**src/rtl/core/usmg_pkg.sv**
```systemverilog
// Shared types and constants of the UV sphere mesh generator.
// Used by every module of the block; depends on nothing else.
`timescale 1ns / 1ps

package usmg_pkg;

    // Field widths
    localparam int CNT_W  = 9;
    localparam int IDX_W  = 17;
    localparam int Q14_W  = 16;
    localparam int HALF_W = 8;

    // Configuration port
    localparam int CFG_IDX_W = 1;
    localparam logic [CFG_IDX_W-1:0] CFG_SECTOR_COUNT = 1'b0;
    localparam logic [CFG_IDX_W-1:0] CFG_STACK_COUNT  = 1'b1;
    localparam logic [CNT_W-1:0] SECTOR_RESET = 9'd32;
    localparam logic [CNT_W-1:0] STACK_RESET  = 9'd16;
    localparam logic [CNT_W-1:0] SECTOR_MIN   = 9'd3;
    localparam logic [CNT_W-1:0] STACK_MIN    = 9'd2;

    // Item function codes
    localparam logic FUNC_VERTEX = 1'b0;
    localparam logic FUNC_CELL   = 1'b1;

    // Divider chain: one quotient bit per cell, four lanes side by side
    localparam int DIV_STEPS  = 32;
    localparam int DIV_LANES  = 4;
    localparam int LANE_PH_SE = 0;
    localparam int LANE_PH_ST = 1;
    localparam int LANE_TEX_S = 2;
    localparam int LANE_TEX_T = 3;
    localparam int LANE_BITS [DIV_LANES] = '{32, 31, 15, 15};

    // Fixed-point trigonometry
    localparam logic [30:0] Q30_ONE     = 31'h4000_0000;
    localparam logic [30:0] HALF_PI_Q30 = 31'd1686629713;
    localparam int SC_LAT = 17;

    typedef struct packed {
        logic             func;
        logic [CNT_W-1:0] stack_index;
        logic [CNT_W-1:0] sector_index;
    } t_in_item;

    typedef struct packed {
        logic signed [Q14_W-1:0] pos_x;
        logic signed [Q14_W-1:0] pos_y;
        logic signed [Q14_W-1:0] pos_z;
        logic signed [Q14_W-1:0] norm_x;
        logic signed [Q14_W-1:0] norm_y;
        logic signed [Q14_W-1:0] norm_z;
        logic [Q14_W-1:0]        tex_s;
        logic [Q14_W-1:0]        tex_t;
        logic [IDX_W-1:0]        tri_first;
        logic [IDX_W-1:0]        tri_second;
        logic [IDX_W-1:0]        tri_third;
        logic                    last_of_run;
    } t_out_item;

    // Side data that rides along the divider chain
    typedef struct packed {
        logic             func;
        logic             i_eq_nt;
        logic             j_eq_ns;
        logic [IDX_W-1:0] k1;
        logic [IDX_W-1:0] k2;
        logic             has_up;
        logic             has_dn;
    } t_meta;

    typedef struct packed {
        logic [DIV_LANES-1:0][CNT_W-1:0] rem;
        logic [DIV_LANES-1:0][31:0]      quo;
        t_meta                           meta;
    } t_div_state;

    // Side data that rides along the trigonometry stages
    typedef struct packed {
        logic             func;
        logic [Q14_W-1:0] tex_s;
        logic [Q14_W-1:0] tex_t;
        logic [IDX_W-1:0] k1;
        logic [IDX_W-1:0] k2;
        logic             has_up;
        logic             has_dn;
    } t_post;

endpackage

```
**src/rtl/core/usmg_div_cell.sv**
```systemverilog
// One cell of the restoring divider chain: one quotient bit for each of the four lanes that is active.
// Depends on usmg_pkg.
`timescale 1ns / 1ps

module usmg_div_cell #(
    parameter int POS = 0
) (
    input  logic                  i_clk,
    input  logic                  i_rst_n,
    input  logic                  i_en,
    input  logic [8:0]            i_ns,
    input  logic [8:0]            i_nt,
    input  logic                  i_vld,
    input  usmg_pkg::t_div_state  i_state,
    output logic                  o_vld,
    output usmg_pkg::t_div_state  o_state
);
    import usmg_pkg::*;

    // Numerator bit brought down by this cell
    localparam int BIT = DIV_STEPS - 1 - POS;

    logic                            r_vld;
    t_div_state                      r_state;
    logic                            w_nb_s;
    logic                            w_nb_t;
    logic [DIV_LANES-1:0][CNT_W-1:0] w_rem_n;
    logic [DIV_LANES-1:0][31:0]      w_quo_n;

    // The rounding offset is half the divisor, so its bits are the divisor's shifted by one.
    if (BIT < HALF_W) begin : g_low
        assign w_nb_s = i_ns[BIT+1];
        assign w_nb_t = i_nt[BIT+1];
    end else begin : g_high
        assign w_nb_s = 1'b0;
        assign w_nb_t = 1'b0;
    end

    // Compare and subtract in every lane that has begun its quotient.
    for (genvar k = 0; k < DIV_LANES; k++) begin : g_lane
        localparam bit ACTIVE = (POS >= (DIV_STEPS - LANE_BITS[k]));
        localparam bit BY_NS  = (k == LANE_PH_SE) || (k == LANE_TEX_S);
        if (ACTIVE) begin : g_act
            logic [CNT_W-1:0] w_d;
            logic [CNT_W:0]   w_sh;
            logic             w_ge;
            assign w_d  = BY_NS ? i_ns : i_nt;
            assign w_sh = {i_state.rem[k], (BY_NS ? w_nb_s : w_nb_t)};
            assign w_ge = (w_sh >= {1'b0, w_d});
            assign w_rem_n[k] = w_ge ? CNT_W'(w_sh - {1'b0, w_d}) : w_sh[CNT_W-1:0];
            assign w_quo_n[k] = {i_state.quo[k][30:0], w_ge};
        end else begin : g_idle
            assign w_rem_n[k] = i_state.rem[k];
            assign w_quo_n[k] = i_state.quo[k];
        end
    end

    // Valid bit
    always_ff @(posedge i_clk) begin
        if (!i_rst_n) begin
            r_vld <= 1'b0;
        end else if (i_en) begin
            r_vld <= i_vld;
        end
    end

    // Partial remainders and quotients
    always_ff @(posedge i_clk) begin
        if (i_en) begin
            r_state.rem  <= w_rem_n;
            r_state.quo  <= w_quo_n;
            r_state.meta <= i_state.meta;
        end
    end

    assign o_vld   = r_vld;
    assign o_state = r_state;

endmodule

```
**config.mk**
```make
export PLATFORM = sky130hd
export DESIGN_NAME = usmg_div_cell
export DESIGN_NICKNAME = d
export VERILOG_FILES = /design/src/rtl/core/usmg_pkg.sv /design/src/rtl/core/usmg_div_cell.sv
export SDC_FILE = /design/constraint.sdc
export NUM_CORES = 1
export LEC_CHECK = 0
export BUFFER_PORTS_ARGS = -buffer_cell sky130_fd_sc_hd__buf_2
export CAP_MARGIN = 20
export CORE_AREA = 2 2 169 171
export CTS_BUF_LIST = sky130_fd_sc_hd__clkbuf_8
export DETAILED_ROUTE_END_ITERATION = 8
export DIE_AREA = 0 0 171 173
export REMOVE_ABC_BUFFERS = 1
export SLEW_MARGIN = 15
export SYNTH_ARGS = -nofsm -noshare
export SYNTH_HDL_FRONTEND = slang
export SYNTH_SLANG_ARGS = --single-unit
export TNS_END_PERCENT = 20
```
**constraint.sdc**
```tcl
create_clock -name i_clk -period 6.03 [get_ports i_clk]
set_input_delay 0.9045 -clock i_clk [delete_from_list [all_inputs] [get_ports i_clk]]
set_output_delay 0.9045 -clock i_clk [all_outputs]
set_load 0.1 [all_outputs]
```
==> impl_metrics.py <==
metrics = {
    "synthesis": {
        "ys_top_cells_by_area": "edfxtp_1 (91%), ha_1 (1.7%), mux2_4 (0.89%)",
        "yosysTopAreaCellShare_pct": 90.6,
        "synth_common_cells": "edfxtp_1 (203), inv_1 (10), ha_1 (9)",
        "synthArstFlopShare_pct": 0,
        "yosys_warnings": 0,
        "syn-cell-area_um2": 6730,
        "avgSynthCellArea_um2": 23.8,
        "synthCells": 283,
        "synth_most_common_cell": "edfxtp_1",
        "yosysSeqAreaShare_pct": 90.9,
        "yosysUniqueCellTypes": 37,
        "synth_edf_count": 203,
        "synth_ff_type": "edfxtp_1",
        "synth-seq-cells": 204,
        "synth.largest_area_cell": "edfxtp_1",
    },
    "drt": {
        "firstDrtPassIters": 4,
        "wl_mm": 20.6,
        "wl_per_cell_um": 18.0,
        "vias": 4498,
        "routed_via_density": 3.91,
        "drc": 0,
        "ant_nets": 0,
        "drtIter0Drc": 210,
    },
    "finish": {
        "fillCellCount": 2713,
        "syn2layout_area_growth_pct": 49.0,
        "nets": 978,
        "stdcell_count": 1149,
        "drive_above_1_share_pct": 62.3,
    },
    "place": {
        "post-dp-hpwl_mm": 15.4,
        "gp_congestion": 0.778,
        "port_buffers": 418,
        "dp_cells": 1080,
    },
    "sta": {
        "setup_violations": 0,
        "final_hold_viol_count": 0,
        "rsz0062_at_grt": "false",
        "post-route-min-period_ps": 2490,
        "max_freq_ghz": 0.402,
        "period_share_pct": 41.2,
        "fin_skew_ps": 0,
        "slew_viol_final": 0,
        "maxSlewHeadroom_pct": 48.3,
        "worst_pin_slew_ps": 775,
        "fin_setup_tns_ps": 0,
    },
    "worst_setup_path": {
        "reg2reg_slack_ps": 5430,
        "critPathSlowestCell": "nor4b_4",
        "r2r-start": "o_vld",
        "r2r_cells": 2,
        "crit_type": "input pin to register",
        "r2r_end": "o_vld",
        "critPathArrivalTime_ps": 2740,
        "crit_path_end_kind": "register",
        "path_common_cell": "ha_1",
        "required_ps": 6280,
        "critPathMaxFanout": 5,
        "slowest_delay_ps": 340,
        "crit_chain": "buf_2 > inv_1 > ha_1 > ha_1 > and3_1 > nand3_1 > nor4b_4 > or2_4 > inv_4 > mux2_4",
        "worstSetupStartpointType": "input pin",
    },
    "clocking": {
        "cts_setup_buffers": 0,
        "cts_resized": 0,
        "clk_latency_ps": 510,
        "cts_tree": "yes",
        "cts_buffers": 39,
        "cts_num_sinks": 204,
        "htree_levels": 2,
        "path_clk_slew_ps": 50,
        "cts_hold_buffers": 0,
        "cts_buffer_depth": 3,
        "cts_root_buf": "clkbuf_8",
    },
    "flow_run": {
        "max-cap-violations": 0,
    },
    "power_and_ir_drop": {
        "ir_drop_uv": 215,
        "power_density_nw_per_um2": 408,
        "leakagePower_nw": 4.35,
    },
    "global_routing": {
        "antenna_found_initial": 12,
        "grt_max_degree": 117,
        "grt_pass1_vias": 4579,
        "grt_pass1_wl_mm": 28.5,
        "gr-total-overflow": 0,
        "grtUsageTotal_pct": 13.2,
    },
    "floorplan": {
        "initial_utilization_pct": 24.3,
        "ios": 429,
        "rows": 61,
        "die_y_um": 173,
        "fp.dieW_um": 171,
        "die-area_um2": 29600,
        "core_area_um2": 27600,
    },
    "min_path": {
        "hold_end": "o_vld",
        "hold_path.class": "register to register",
        "holdCritStartpoint": "o_vld",
        "holdPathStages": 2,
    },
    "status": {
        "status": "completed",
    },
}
==> cells by family after synthesis <==
| group | count (synthesis) | synth area share [%] |
|---|---|---|
| flops | 204 | 90.9 |
| mux | 5 | 1.04 |
| xor+xnor | 5 | 0.651 |
| simple gates | 25 | 2.57 |
| fa+ha+maj | 10 | 1.97 |
| compound gates | 23 | 2.19 |
| buf+inv | 11 | 0.651 |
==> metrics by stage <==
stage                     utilization [%]  hold WS [ps]  setup slack [ps]  cell area [µm²]  power, mW
after floorplan                         -           981              3370             6730       2.65
after global placement               33.7           498              3010             9320       2.88
after detailed placement             33.7           523              3020             9320       2.89
after CTS                            36.2           504              3570            10000       4.16
after global routing                 36.2           503              3470            10000       4.26
final                                36.3           536              3540            10000       4.09
==> final cells by class <==
cell class                 count  area, µm²  share of cell area [%]
sequential                   204       6120                    61.0
timing repair buffer         419       2120                    21.2
multi-input combinational     68        567                    5.65
clock buffer                  39        537                    5.35
tap                          378        473                    4.72
clock inverter                22        148                    1.47
inverter                      11       43.8                   0.437
antenna                        8       20.0                   0.200
==> worst max path at each step <==
stage | slack, ps | from | depth (start not counted) | to
floorplan | 3370 | i_ns[1] | 9 | o_state[170]
global placement | 3010 | i_ns[1] | 10 | o_state[173]
detailed placement | 3020 | i_ns[1] | 10 | o_state[172]
CTS | 3570 | i_ns[1] | 10 | o_state[173]
global route | 3470 | i_ns[1] | 10 | o_state[173]
finish | 3540 | i_ns[1] | 10 | o_state[170]
==> routing by layer <==
| metal | global-route usage, % | vias up | wire, µm | share of wire (%) |
|---|---|---|---|---|
| met4 | 6.11 | 8 | 728 | 3.5 |
| met1 | 13.7 | 2116 | 7390 | 36 |
| met2 | 22.0 | 262 | 9930 | 48 |
| met5 | 0 | - | 48 | 0.23 |
| li1 | - | 2054 | - | - |
| met3 | 6.80 | 58 | 2540 | 12 |
==> where the power goes <==
group / leakage (nW) / total, mW / internal [mW] / switching (mW)
registers: 1.99 / 1.72 / 1.70 / 0.0278
logic: 1.97 / 1.13 / 0.155 / 0.976
clock network: 0.387 / 1.24 / 0.681 / 0.557
==> critical path, delay by kind of cell <==
kind | cells | cell delay (ps)
adder cells (fa/ha/maj) | 2 | 480
buffers and inverters | 3 | 220
multiplexers | 1 | 290
AND/OR/NAND/NOR | 4 | 860
==> state kept, by name, indices dropped and copies added, names as in the netlist <==
register  count
o_vld         1
o_state     203
==> cells in the final DEF (no fill, tap or decap), types with 2 or more instances in the layout <==
master / instances
a21oi_2: 2
edfxtp_1: 203
bufinv_16: 2
ha_1: 9
nor2b_1: 2
a21oi_1: 5
nand2b_1: 2
o21ai_0: 7
a21o_1: 3
buf_2: 417
inv_1: 21
xnor2_1: 3
mux2_4: 4
diode_2: 8
clkinv_1: 6
xor2_1: 2
nand3b_1: 2
o21a_1: 2
nand2_1: 2
nor2_1: 4
clkbuf_8: 40
Note: power is estimated with default switching activity, not from simulation.
